File: config.mk
export PLATFORM = sky130hd
export DESIGN_NAME = dual_quadrature_speed_meter_flat
export DESIGN_NICKNAME = d
export VERILOG_FILES = /design/src/rtl/qsm_pkg.sv /design/src/rtl/qsm_if.sv /design/src/rtl/qsm_decoder.sv /design/src/rtl/qsm_history.sv /design/src/rtl/qsm_div3.sv /design/src/rtl/qsm_out_fifo.sv /design/src/rtl/dual_quadrature_speed_meter.sv /design/src/flat_wrapper.sv
export SDC_FILE = /design/constraint.sdc
export NUM_CORES = 2
export LEC_CHECK = 0
export ABC_AREA = 1
export BUFFER_PORTS_ARGS = -buffer_cell sky130_fd_sc_hd__buf_2
export CAP_MARGIN = 10
export CELL_PAD_IN_SITES_DETAIL_PLACEMENT = 1
export CELL_PAD_IN_SITES_GLOBAL_PLACEMENT = 1
export CORE_ASPECT_RATIO = 1.75
export CORE_MARGIN = 3
export CORE_UTILIZATION = 51
export CTS_BUF_LIST = sky130_fd_sc_hd__clkbuf_16
export CTS_CLUSTER_DIAMETER = 200
export DETAILED_ROUTE_END_ITERATION = 7
export PLACE_DENSITY_LB_ADDON = 0.1
export SETUP_SLACK_MARGIN = 0.15
export SLEW_MARGIN = 20
export SYNTH_ARGS = -nofsm -noshare
export SYNTH_HDL_FRONTEND = slang
export SYNTH_SLANG_ARGS = --single-unit
File: constraint.sdc
create_clock -name clk -period 13.52 [get_ports clk]
set_input_delay 3.38 -clock clk [delete_from_list [all_inputs] [get_ports clk]]
set_output_delay 3.38 -clock clk [all_outputs]
set_load 0.02 [all_outputs]
File: src/rtl/qsm_pkg.sv
// Shared types and constants for the dual quadrature speed meter.
// No dependencies; compiled first.
package qsm_pkg;

  localparam int COUNT_WIDTH_DEF = 16;
  localparam int HIST_LEN        = 5;
  localparam int SPEED_W         = 16;
  localparam int MEAN_W          = 17;
  localparam int FIFO_DEPTH      = 8;

  localparam logic KIND_PIN  = 1'b0;
  localparam logic KIND_TICK = 1'b1;

  typedef struct packed {
    logic sample;   // pin sample transaction accepted
    logic tick;     // speed tick transaction accepted
  } dec_ctrl_t;

  typedef struct packed {
    logic signed [SPEED_W-1:0] left_speed;
    logic signed [SPEED_W-1:0] right_speed;
    logic signed [MEAN_W-1:0]  mean_speed_halves;
  } out_item_t;

endpackage

File: src/rtl/qsm_if.sv
// Valid/ready channel interfaces for the speed meter's input and result streams.
// Depends on qsm_pkg.
interface qsm_in_if;
  import qsm_pkg::*;
  logic valid;
  logic ready;
  logic kind;
  logic left_a;
  logic left_b;
  logic right_a;
  logic right_b;

  modport source (output valid, kind, left_a, left_b, right_a, right_b, input ready);
  modport sink   (input valid, kind, left_a, left_b, right_a, right_b, output ready);
endinterface

interface qsm_out_if;
  import qsm_pkg::*;
  logic                      valid;
  logic                      ready;
  logic signed [SPEED_W-1:0] left_speed;
  logic signed [SPEED_W-1:0] right_speed;
  logic signed [MEAN_W-1:0]  mean_speed_halves;

  modport source (output valid, left_speed, right_speed, mean_speed_halves, input ready);
  modport sink   (input valid, left_speed, right_speed, mean_speed_halves, output ready);
endinterface

File: src/rtl/qsm_decoder.sv
// x2 quadrature decoder for one encoder: A-edge counting with saturating counter.
// Depends on qsm_pkg.
module qsm_decoder #(
  parameter int COUNT_WIDTH = qsm_pkg::COUNT_WIDTH_DEF
) (
  input  logic                          clk,
  input  logic                          rst_n,
  input  qsm_pkg::dec_ctrl_t            ctrl,
  input  logic                          pin_a,
  input  logic                          pin_b,
  output logic signed [COUNT_WIDTH-1:0] count
);
  import qsm_pkg::*;

  localparam logic signed [COUNT_WIDTH-1:0] CNT_MAX = {1'b0, {(COUNT_WIDTH-1){1'b1}}};
  localparam logic signed [COUNT_WIDTH-1:0] CNT_MIN = {1'b1, {(COUNT_WIDTH-1){1'b0}}};

  logic                          prev_a_r, prev_b_r;
  logic signed [COUNT_WIDTH-1:0] count_r, count_nxt;
  logic                          step_up, step_dn;

  // direction comes from the stored B level, not the new one
  assign step_up = (!prev_a_r &&  pin_a && !prev_b_r) || (prev_a_r && !pin_a &&  prev_b_r);
  assign step_dn = (!prev_a_r &&  pin_a &&  prev_b_r) || (prev_a_r && !pin_a && !prev_b_r);

  always_comb begin
    count_nxt = count_r;
    if (ctrl.tick) begin
      count_nxt = '0;
    end else if (ctrl.sample) begin
      if (step_up && count_r != CNT_MAX) begin
        count_nxt = count_r + COUNT_WIDTH'(1);
      end else if (step_dn && count_r != CNT_MIN) begin
        count_nxt = count_r - COUNT_WIDTH'(1);
      end
    end
  end

  always_ff @(posedge clk) begin
    if (!rst_n) begin
      prev_a_r <= 1'b0;
      prev_b_r <= 1'b0;
      count_r  <= '0;
    end else begin
      count_r <= count_nxt;
      if (ctrl.sample) begin
        prev_a_r <= pin_a;
        prev_b_r <= pin_b;
      end
    end
  end

  assign count = count_r;

endmodule

File: src/rtl/qsm_history.sv
// Five-deep period history for one side and its trimmed sum (sum less max and min).
// Depends on qsm_pkg.
module qsm_history #(
  parameter int COUNT_WIDTH = qsm_pkg::COUNT_WIDTH_DEF
) (
  input  logic                          clk,
  input  logic                          rst_n,
  input  logic                          push,
  input  logic signed [COUNT_WIDTH-1:0] count,
  output logic signed [COUNT_WIDTH+1:0] trim
);
  import qsm_pkg::*;

  localparam int SW = COUNT_WIDTH + 3;

  logic signed [COUNT_WIDTH-1:0] hist_r [HIST_LEN];
  logic signed [SW-1:0]          sum, mx, mn, diff;
  logic signed [COUNT_WIDTH+1:0] trim_r;

  always_comb begin
    sum = SW'(hist_r[0]);
    mx  = SW'(hist_r[0]);
    mn  = SW'(hist_r[0]);
    for (int i = 1; i < HIST_LEN; i++) begin
      sum = sum + SW'(hist_r[i]);
      if (SW'(hist_r[i]) > mx) mx = SW'(hist_r[i]);
      if (SW'(hist_r[i]) < mn) mn = SW'(hist_r[i]);
    end
    diff = sum - mx - mn;
  end

  always_ff @(posedge clk) begin
    if (!rst_n) begin
      for (int i = 0; i < HIST_LEN; i++) hist_r[i] <= '0;
    end else if (push) begin
      for (int i = 0; i < HIST_LEN - 1; i++) hist_r[i] <= hist_r[i+1];
      hist_r[HIST_LEN-1] <= count;
    end
  end

  // three middle values fit in two extra bits
  always_ff @(posedge clk) begin
    trim_r <= diff[COUNT_WIDTH+1:0];
  end

  assign trim = trim_r;

endmodule

File: src/rtl/qsm_div3.sv
// Signed divide by 3, truncating toward zero: magnitude, reciprocal multiply, sign.
// Depends on qsm_pkg.
module qsm_div3 #(
  parameter int COUNT_WIDTH = qsm_pkg::COUNT_WIDTH_DEF
) (
  input  logic                          clk,
  input  logic signed [COUNT_WIDTH+1:0] trim,
  output logic signed [COUNT_WIDTH-1:0] quot
);
  import qsm_pkg::*;

  localparam int MW = COUNT_WIDTH + 1;       // magnitude width
  localparam int K  = MW + 1;                // reciprocal shift
  localparam logic [63:0] RECIP64 = ((64'd1 << K) + 64'd2) / 64'd3;  // ceil(2^K/3)
  localparam int RW = K - 1;
  localparam logic [RW-1:0] RECIP = RECIP64[RW-1:0];

  logic [MW-1:0]          mag_r;
  logic                   neg_r, neg2_r;
  logic [COUNT_WIDTH+1:0] abs_v;
  logic [MW+RW-1:0]       prod;
  logic [COUNT_WIDTH-1:0] q_r;
  logic [COUNT_WIDTH:0]   q_ext;

  assign abs_v = trim[COUNT_WIDTH+1] ? (~trim + 1'b1) : trim;
  assign prod  = (MW+RW)'(mag_r) * (MW+RW)'(RECIP);

  always_ff @(posedge clk) begin
    mag_r  <= abs_v[MW-1:0];
    neg_r  <= trim[COUNT_WIDTH+1];
    q_r    <= prod[K +: COUNT_WIDTH];
    neg2_r <= neg_r;
  end

  assign q_ext = neg2_r ? (~{1'b0, q_r} + 1'b1) : {1'b0, q_r};
  assign quot  = q_ext[COUNT_WIDTH-1:0];

endmodule

File: src/rtl/qsm_out_fifo.sv
// Result queue that decouples the arithmetic pipeline from the result channel.
// Depends on qsm_pkg and qsm_out_if.
module qsm_out_fifo (
  input  logic                                     clk,
  input  logic                                     rst_n,
  input  logic                                     push,
  input  qsm_pkg::out_item_t                       din,
  output logic [$clog2(qsm_pkg::FIFO_DEPTH+1)-1:0] level,
  qsm_out_if.source                                out_ch
);
  import qsm_pkg::*;

  localparam int PW = $clog2(FIFO_DEPTH);
  localparam int LW = $clog2(FIFO_DEPTH + 1);

  out_item_t       mem_r [FIFO_DEPTH];
  logic [PW-1:0]   wptr_r, rptr_r;
  logic [LW-1:0]   level_r;
  logic            pop;

  assign pop = out_ch.valid && out_ch.ready;

  always_ff @(posedge clk) begin
    if (!rst_n) begin
      wptr_r  <= '0;
      rptr_r  <= '0;
      level_r <= '0;
    end else begin
      if (push) wptr_r <= (wptr_r == PW'(FIFO_DEPTH - 1)) ? '0 : wptr_r + 1'b1;
      if (pop)  rptr_r <= (rptr_r == PW'(FIFO_DEPTH - 1)) ? '0 : rptr_r + 1'b1;
      if (push && !pop)      level_r <= level_r + 1'b1;
      else if (pop && !push) level_r <= level_r - 1'b1;
    end
  end

  always_ff @(posedge clk) begin
    if (push) mem_r[wptr_r] <= din;
  end

  assign out_ch.valid             = (level_r != '0);
  assign out_ch.left_speed        = mem_r[rptr_r].left_speed;
  assign out_ch.right_speed       = mem_r[rptr_r].right_speed;
  assign out_ch.mean_speed_halves = mem_r[rptr_r].mean_speed_halves;
  assign level                    = level_r;

endmodule

File: src/rtl/dual_quadrature_speed_meter.sv
// Dual quadrature speed meter: x2 decoding of two encoders, trimmed-mean speed output.
// Depends on qsm_pkg, qsm_if, qsm_decoder, qsm_history, qsm_div3, qsm_out_fifo.
//
// Input channel in_ch: each transaction is either a pin sample (kind = 0) carrying
// the A/B levels of both encoders, or a speed tick (kind = 1). A sample updates
// the edge counters and gives no result. A tick pushes both counters into their
// five-entry histories, clears them and yields one result transaction on out_ch:
// per-side sum of the history less its maximum and minimum, divided by 3 toward
// zero, and the sum of both sides (mean speed in halves).
// Throughput: one input transaction every cycle while in_ch.ready is high. The
// histories load at the edge that accepts the tick; the result then passes the trim,
// magnitude and multiply registers and the result queue before it shows on out_ch.
// The reciprocal multiply in the divide-by-3 stage sets the clock.
// Results wait in an eight-entry queue; in_ch.ready drops only while the queue
// plus the ticks still in the pipeline would fill it, so a stalled receiver
// holds off input after enough unread results have gathered, never before.
// Reset (rst_n low, synchronous) clears counters, stored pin levels, histories,
// pipeline valids and the queue.
module dual_quadrature_speed_meter #(
  parameter int COUNT_WIDTH = qsm_pkg::COUNT_WIDTH_DEF
) (
  input  logic    clk,
  input  logic    rst_n,
  qsm_in_if.sink  in_ch,
  qsm_out_if.source out_ch
);
  import qsm_pkg::*;

  localparam int LW = $clog2(FIFO_DEPTH + 1);
  localparam int OW = $clog2(FIFO_DEPTH + 5);
  localparam int EW = (COUNT_WIDTH + 1 > MEAN_W) ? COUNT_WIDTH + 1 : MEAN_W;

  logic                          in_acc;
  dec_ctrl_t                     ctrl;
  logic                          v1_r, v2_r, v3_r, v4_r;
  logic signed [COUNT_WIDTH-1:0] l_cnt, r_cnt;
  logic signed [COUNT_WIDTH+1:0] l_trim, r_trim;
  logic signed [COUNT_WIDTH-1:0] l_q, r_q;
  logic signed [EW-1:0]          l_x, r_x, s_x;
  out_item_t                     item;
  logic [LW-1:0]                 level;
  logic [OW-1:0]                 occ;

  assign in_acc      = in_ch.valid && in_ch.ready;
  assign ctrl.sample = in_acc && (in_ch.kind == KIND_PIN);
  assign ctrl.tick   = in_acc && (in_ch.kind == KIND_TICK);

  // queue entries plus ticks still travelling through the pipeline
  assign occ = OW'(level) + OW'(v1_r) + OW'(v2_r) + OW'(v3_r) + OW'(v4_r);
  assign in_ch.ready = (occ < OW'(FIFO_DEPTH));

  always_ff @(posedge clk) begin
    if (!rst_n) begin
      v1_r <= 1'b0;
      v2_r <= 1'b0;
      v3_r <= 1'b0;
      v4_r <= 1'b0;
    end else begin
      v1_r <= ctrl.tick;
      v2_r <= v1_r;
      v3_r <= v2_r;
      v4_r <= v3_r;
    end
  end

  qsm_decoder #(.COUNT_WIDTH(COUNT_WIDTH)) u_dec_l (
    .clk(clk), .rst_n(rst_n), .ctrl(ctrl),
    .pin_a(in_ch.left_a), .pin_b(in_ch.left_b), .count(l_cnt)
  );

  qsm_decoder #(.COUNT_WIDTH(COUNT_WIDTH)) u_dec_r (
    .clk(clk), .rst_n(rst_n), .ctrl(ctrl),
    .pin_a(in_ch.right_a), .pin_b(in_ch.right_b), .count(r_cnt)
  );

  qsm_history #(.COUNT_WIDTH(COUNT_WIDTH)) u_hist_l (
    .clk(clk), .rst_n(rst_n), .push(ctrl.tick), .count(l_cnt), .trim(l_trim)
  );

  qsm_history #(.COUNT_WIDTH(COUNT_WIDTH)) u_hist_r (
    .clk(clk), .rst_n(rst_n), .push(ctrl.tick), .count(r_cnt), .trim(r_trim)
  );

  qsm_div3 #(.COUNT_WIDTH(COUNT_WIDTH)) u_div_l (
    .clk(clk), .trim(l_trim), .quot(l_q)
  );

  qsm_div3 #(.COUNT_WIDTH(COUNT_WIDTH)) u_div_r (
    .clk(clk), .trim(r_trim), .quot(r_q)
  );

  assign l_x = EW'(l_q);
  assign r_x = EW'(r_q);
  assign s_x = l_x + r_x;

  assign item.left_speed        = l_x[SPEED_W-1:0];
  assign item.right_speed       = r_x[SPEED_W-1:0];
  assign item.mean_speed_halves = s_x[MEAN_W-1:0];

  qsm_out_fifo u_fifo (
    .clk(clk), .rst_n(rst_n), .push(v4_r), .din(item), .level(level), .out_ch(out_ch)
  );

  a_level_bound: assert property (@(posedge clk) disable iff (!rst_n)
    level <= LW'(FIFO_DEPTH))
    else $error("result queue level beyond depth");

  a_no_overflow: assert property (@(posedge clk) disable iff (!rst_n)
    !(v4_r && level == LW'(FIFO_DEPTH) && !out_ch.ready))
    else $error("result pushed into a full queue");

  a_tick_flows: assert property (@(posedge clk) disable iff (!rst_n)
    ctrl.tick |=> v1_r ##1 v2_r ##1 v3_r ##1 v4_r)
    else $error("tick lost in pipeline");

  a_sample_no_result: assert property (@(posedge clk) disable iff (!rst_n)
    (in_acc && in_ch.kind == KIND_PIN) |=> !v1_r)
    else $error("pin sample started a result");

endmodule

File: src/flat_wrapper.sv
// flat-port wrapper written by rule: the top's interface ports become plain ports
module dual_quadrature_speed_meter_flat import qsm_pkg::*;
#(
  parameter int COUNT_WIDTH = qsm_pkg::COUNT_WIDTH_DEF
)
  (clk, rst_n, in_ch_valid, in_ch_kind, in_ch_left_a, in_ch_left_b, in_ch_right_a, in_ch_right_b, in_ch_ready, out_ch_valid, out_ch_left_speed, out_ch_right_speed, out_ch_mean_speed_halves, out_ch_ready);
  qsm_in_if in_ch_i ();
  qsm_out_if out_ch_i ();
  input  logic clk;
  input  logic rst_n;
  input wire logic [$bits(in_ch_i.valid)-1:0] in_ch_valid;
  input wire logic [$bits(in_ch_i.kind)-1:0] in_ch_kind;
  input wire logic [$bits(in_ch_i.left_a)-1:0] in_ch_left_a;
  input wire logic [$bits(in_ch_i.left_b)-1:0] in_ch_left_b;
  input wire logic [$bits(in_ch_i.right_a)-1:0] in_ch_right_a;
  input wire logic [$bits(in_ch_i.right_b)-1:0] in_ch_right_b;
  output wire logic [$bits(in_ch_i.ready)-1:0] in_ch_ready;
  output wire logic [$bits(out_ch_i.valid)-1:0] out_ch_valid;
  output wire logic [$bits(out_ch_i.left_speed)-1:0] out_ch_left_speed;
  output wire logic [$bits(out_ch_i.right_speed)-1:0] out_ch_right_speed;
  output wire logic [$bits(out_ch_i.mean_speed_halves)-1:0] out_ch_mean_speed_halves;
  input wire logic [$bits(out_ch_i.ready)-1:0] out_ch_ready;
  assign in_ch_i.valid = in_ch_valid;
  assign in_ch_i.kind = in_ch_kind;
  assign in_ch_i.left_a = in_ch_left_a;
  assign in_ch_i.left_b = in_ch_left_b;
  assign in_ch_i.right_a = in_ch_right_a;
  assign in_ch_i.right_b = in_ch_right_b;
  assign in_ch_ready = in_ch_i.ready;
  assign out_ch_valid = out_ch_i.valid;
  assign out_ch_left_speed = out_ch_i.left_speed;
  assign out_ch_right_speed = out_ch_i.right_speed;
  assign out_ch_mean_speed_halves = out_ch_i.mean_speed_halves;
  assign out_ch_i.ready = out_ch_ready;
  dual_quadrature_speed_meter #(.COUNT_WIDTH(COUNT_WIDTH)) u_core (.clk(clk), .rst_n(rst_n), .in_ch(in_ch_i), .out_ch(out_ch_i));
endmodule
; ---- Yosys cells after proc, flatten, opt, wreduce, memory -nomap -nowiden
; Memories as Yosys holds them, arrays and structs flattened. A register that Yosys moved wholly into a read port is not among the register bits.
; Index checks and enable logic that the tools add are counted.
; W data, S select, Z words.
[word_totals]
register_bits = 156
ramBits = 552
input_bits = 9
output_inout_bits = 51
wordCells = 183
memories = 3
[op_classes]
addsub = 29
multipliers = 2
n_lt_le_gt_ge = 17
n_eq_ne = 6
mux = 46
bitwise = 16
n_reduce_logical = 41
[memory_table]
columns = name, depth, width, read_ports, rd_clocked_by_memory_dff, write_ports, line
row1 = u_core.u_fifo.mem_r, 8, 49, 1, 1, 1, qsm_out_fifo.sv:16  ; out_item_t mem_r [FIFO_DEPTH];
row2 = u_core.u_hist_l.hist_r, 5, 16, 5, 0, 5, qsm_history.sv:16  ; logic signed [COUNT_WIDTH-1:0] hist_r [HIST_LEN];
row3 = u_core.u_hist_r.hist_r, 5, 16, 5, 0, 5, qsm_history.sv:16
[op_table]
columns = operator, count
row1 = $mux W16, 16
row2 = $mux W19, 12
row3 = $gt A16 B19 Y1, 6
row4 = $lt A16 B19 Y1, 6
row5 = $add A18 B16 Y18, 4
row6 = $mux W18, 4
row7 = $sub A18 B18 Y18, 4
row8 = $mul A17 B16 Y33 const B, 2
row9 = $ne A16 B16 Y1 const B, 4
row10 = $add A16 B16 Y17, 3
row11 = $add A17 B16 Y18, 2
row12 = $add A17 B1 Y17 const B, 2
row13 = $mux W17, 2
row14 = $not A17 Y17, 2
row15 = $add A16 B1 Y16 const B, 2
row16 = $add A16 B2 Y16 const B, 2
row17 = $gt A16 B16 Y1, 2
row18 = $lt A16 B16 Y1, 2
row19 = $not A16 Y16, 2
row20 = $sub A16 B2 Y16 const B, 2
row21 = $logic_and A1 B1 Y1, 22
row22 = $add A4 B1 Y4, 4
row23 = $mux W3, 4
row24 = $or A1 B1 Y1, 10
row25 = other kinds (14), 36

; ---- Logic depth before layout (Yosys ltp)
[logic_depth]
ltp_word = 11
ltp_mapped = 91

; ---- By module
; A second synthesis with hierarchy kept.
[unflattened]
cells_unflattened = 6539
area_unflattened_um2 = 55619.6
[modules_own_cells]
columns = module, n_inst, cells_each, area_each_um2
row1 = qsm_out_fifo, 1, 1396, 16355.7
row2 = qsm_history at u_core.u_hist_r, 1, 1223, 10209.8
row3 = qsm_history at u_core.u_hist_l, 1, 1214, 10067.2
row4 = qsm_div3 at u_core.u_div_l, 1, 960, 7190.6
row5 = qsm_div3 at u_core.u_div_r, 1, 956, 7160.6
row6 = qsm_decoder, 2, 283, 1704.1
row7 = dual_quadrature_speed_meter, 1, 224, 1227.4

; ---- Worst setup path after synthesis
; Ideal clock, no wire load.
[synth_path]
path_kind = register to register
startpoint = memory u_core.u_hist_l.hist_r[0][31] (netlist bit)
endpoint = register u_core.u_hist_l.trim_r[17] (netlist: u_core.u_hist_l.trim[17])
setup_time_ns = 0.123
arrival_time_ns = 11.107
path_slack_ns = 2.290
path_stages_with_launch = 72
n_path_buf = 5
period_less_slack_ns = 11.230
cell_sequence = edfxtp_1 ha_1 nand2_1 inv_2 nand3_2 nor2_2 nand2_1 nand2_1 nand2_2 nand3_4 clkbuf_1 clkbuf_1 nand2_1 o21ai_0 ha_1 a21oi_1 o31ai_1 a21o_1 [36 not listed] inv_1 fa_1 o21ai_0 a21oi_1 nor2_1 nor2_1 o21ai_0 nand2_1 inv_1 nand2_1 nand2_1 nand3_1 nand2_1 nand3_1 nand2_1 a21o_1 a21oi_1 xor2_1
[synth_lines]
columns = item, line
row1 = start: declaration, qsm_history.sv:16
row2 = end signal: assignment, qsm_history.sv:43  ; trim_r <= diff[COUNT_WIDTH+1:0];
row3 = end: declaration, qsm_history.sv:18  ; logic signed [COUNT_WIDTH+1:0] trim_r;

==> impl_metrics.toml <==
[logic_synthesis]
yosysTopAreaCell = "edfxtp_1"
yosysWarningCount = 0
synth_fa_ha_area_frac = 0.2764
synth_xor_area_frac = 0.02969
synth_most_common_cell = "inv_1"
syn_inst = 5297
synth_ff_type = "edfxtp_1"
synth_top_area_frac = 0.3267
muxShareOfSynthArea = 0
ys_seq_area_frac = 0.3894
synth-async-reset-ratio = 0
syn_nets = 6220
ys_top_cells_by_count = "892 x inv_1, 625 x nor2_1, 602 x nand2_1"
synth_top_family_by_area = "adder cells"
synth_cell_types = 54
ys_ff_latch = 711
syn_area_sq_um = 50740
yosys.area_share.simple = 0.1196
synthTopCellsByArea = "edfxtp_1 33%, ha_1 14%, fa_1 14%"
synth_compound_area_frac = 0.1066
syn_area_per_cell_sq_um = 9.580
synth_edf_count = 552

[sta]
worstMarginPinSlew_ns = 1.135
period_share = 0.9456
rsz0062_at_grt = "true"
fin_crit_ns = 12.78
fin_worst_skew_ns = 0.03478
final_max_slew_viol_count = 0
clock.fmax_mhz = 78.22
hold_slack_ns = 0.3390
hold_violations = 0
setup_slack_ns = 0.7354
slew_headroom = 0.2409
finalSetupViolations = 0
final.setup.tns_ns = 0

[worst_setup_path]
cp_slowest_stage_delay_ns = 0.54
critPathRequiredTime_ns = 14.06
cp_max_fo = 20
worstSetupPathType = "reg -> reg"
critPathCaptureType = "flop"
startpoint_type = "flop"
cpMostUsedCell = "nand2_1"
crit_slowest_cell = "fa_1"
cp.arrival_ns = 13.33

[clock_tree]
clock_sinks = 711
cts_buffer_depth = 3
cts-htree-levels = 3
cts_tree = "yes"
clk_latency_ns = 0.69
clockRootBuffer = "clkbuf_16"
cts_hold_buf = 0
cts_made_buffers = 70
path_clk_slew_ns = 0.07

[placement]
io_buffers = 59
gp_congestion = 0.9578
dp_hpwl_um = 117700
post_dp_cell_area_sq_um = 53590
post-place-ws_ns = -0.1422

[cells_and_area]
nFillCells = 11128
synthToLayoutAreaGrowth_pct = 10.80
antenna_cells = 0
nets = 6408
drive_gt1_frac = 0.08649
fin_area_sq_um = 56220

[detailed_routing]
wirelength_um = 154800
drtIter0Drc = 1689
postRouteAntennaNets = 0
vias = 38607
viasPerCell = 5.639
routedWlPerCell_um = 22.60
dr.pass1.iters = 5
drc = 0

[grt]
overflow = 0
grt_usage = 0.3006
antenna_found_initial = 0
grt_pass1_vias = 43072
grt_max_degree = 116
grt_pass1_wl_um = 238400

[floorplan]
core_area_sq_um = 98320
rows = 152
die_x_um = 244.4
die_h_um = 423.3
die_area_sq_um = 103500
pin_count = 60
start_util = 0.5161

[outcome]
status = "complete, no violations"

[run]
drv_cap = 0

[worst_hold_path]
hp-class = "reg -> reg"
==> sequential cells by signal, indices dropped and copies added (netlist names), 16 cells and up, named ones only <==
register                flops
u_core.u_div_r.q_r         16
u_core.u_hist_r.hist_r     80
u_core.u_fifo.mem_r       392
u_core.u_dec_l.count       16
u_core.u_hist_r.trim       18
u_core.u_hist_l.hist_r     80
u_core.u_div_r.mag_r       17
u_core.u_dec_r.count       16
u_core.u_div_l.mag_r       17
u_core.u_div_l.q_r         16
u_core.u_hist_l.trim       18
==> metrics by stage <==
stage	instances	utilization
final	6847	0.5718
after global routing	6847	0.5718
after CTS	6818	0.5679
after detailed placement	6692	0.5450
after global placement	6692	0.5450
after floorplan	5297	-
==> area by class of cell <==
cell class,instances,area (sq um),area share
inverters,900,3402,0.06051
repair buffers,255,1887,0.03356
flip-flops and latches,711,19770,0.3516
repair inverters,4,30.03,0.0005341
multi-input cells,3543,27270,0.4850
clock inverters,52,406.6,0.007233
clock buffers,73,1827,0.03249
well taps,1309,1638,0.02913
==> cell families (layout without fill, tap and decap cells) <==
group / Yosys count / in the layout
adder cells (fa/ha/maj): 914 / 914
buffers and inverters: 1045 / 1284
AO/OA/AOI/OAI: 983 / 983
flip-flops: 711 / 711
AND/OR/NAND/NOR: 1472 / 1474
XOR/XNOR: 172 / 172
==> worst paths after layout <==
path / from / endpoint / slack [ns] / depth (start not counted)
worst min-delay path: u_core.u_div_l.neg_r$_DFF_P_ / u_core.u_div_l.neg2_r$_DFF_P_ / 0.34 / 0
worst min register to register: u_core.u_div_l.neg_r$_DFF_P_ / u_core.u_div_l.neg2_r$_DFF_P_ / 0.34 / 0
worst max register to register: u_core.u_hist_l.hist_r[0][23]$_SDFFCE_PN0P_ / u_core.u_hist_l.trim[17]$_DFF_P_ / 0.74 / 67
worst max-delay path: u_core.u_hist_l.hist_r[0][23]$_SDFFCE_PN0P_ / u_core.u_hist_l.trim[17]$_DFF_P_ / 0.74 / 67
==> per-layer routing <==
metal	part of all wire	track usage	up-vias	wire, um
li1	-	-	17933	-
met1	0.34	0.2875	19427	51990
met2	0.56	0.5949	787	86700
met3	0.026	0.02686	460	3959
met4	0.078	0.2048	0	12110
met5	0	0	-	0
==> worst max-delay path, delay by kind of cell, from the launching register on <==
family                     cells  cell delay [ns]
adders and majority gates     10             3.86
and+or+nand+nor               28             3.69
AOI/OAI and AO/OA             18             3.02
buffers and inverters         10             1.48
DFF                            1             0.43
xor gates and xnor gates       1             0.14
==> timing repair <==
action | in CTS | in global routing
endpoints found under the setup margin | 3 | 16
buffers inserted | 0 | 24
pin swaps | 0 | 6
gates cloned | 1 | 5
gates resized for setup | 5 | 58
==> layout by cell type (no fill, tap or decap), types with 51 or more instances in the layout <==
cell / n
o21ai_0: 421
nand2_1: 597
edfxtp_1: 552
nand3_1: 111
dfxtp_1: 157
ha_1: 568
xor2_1: 119
buf_2: 59
fa_1: 345
nor2_1: 616
inv_1: 899
buf_4: 186
a31oi_1: 56
o21ai_1: 71
a21oi_1: 261
xnor2_1: 51
clkbuf_16: 73
Power is left out: the tool's default activity adds up to more than one toggle a clock period on the data nets, which glitch-free logic cannot reach.
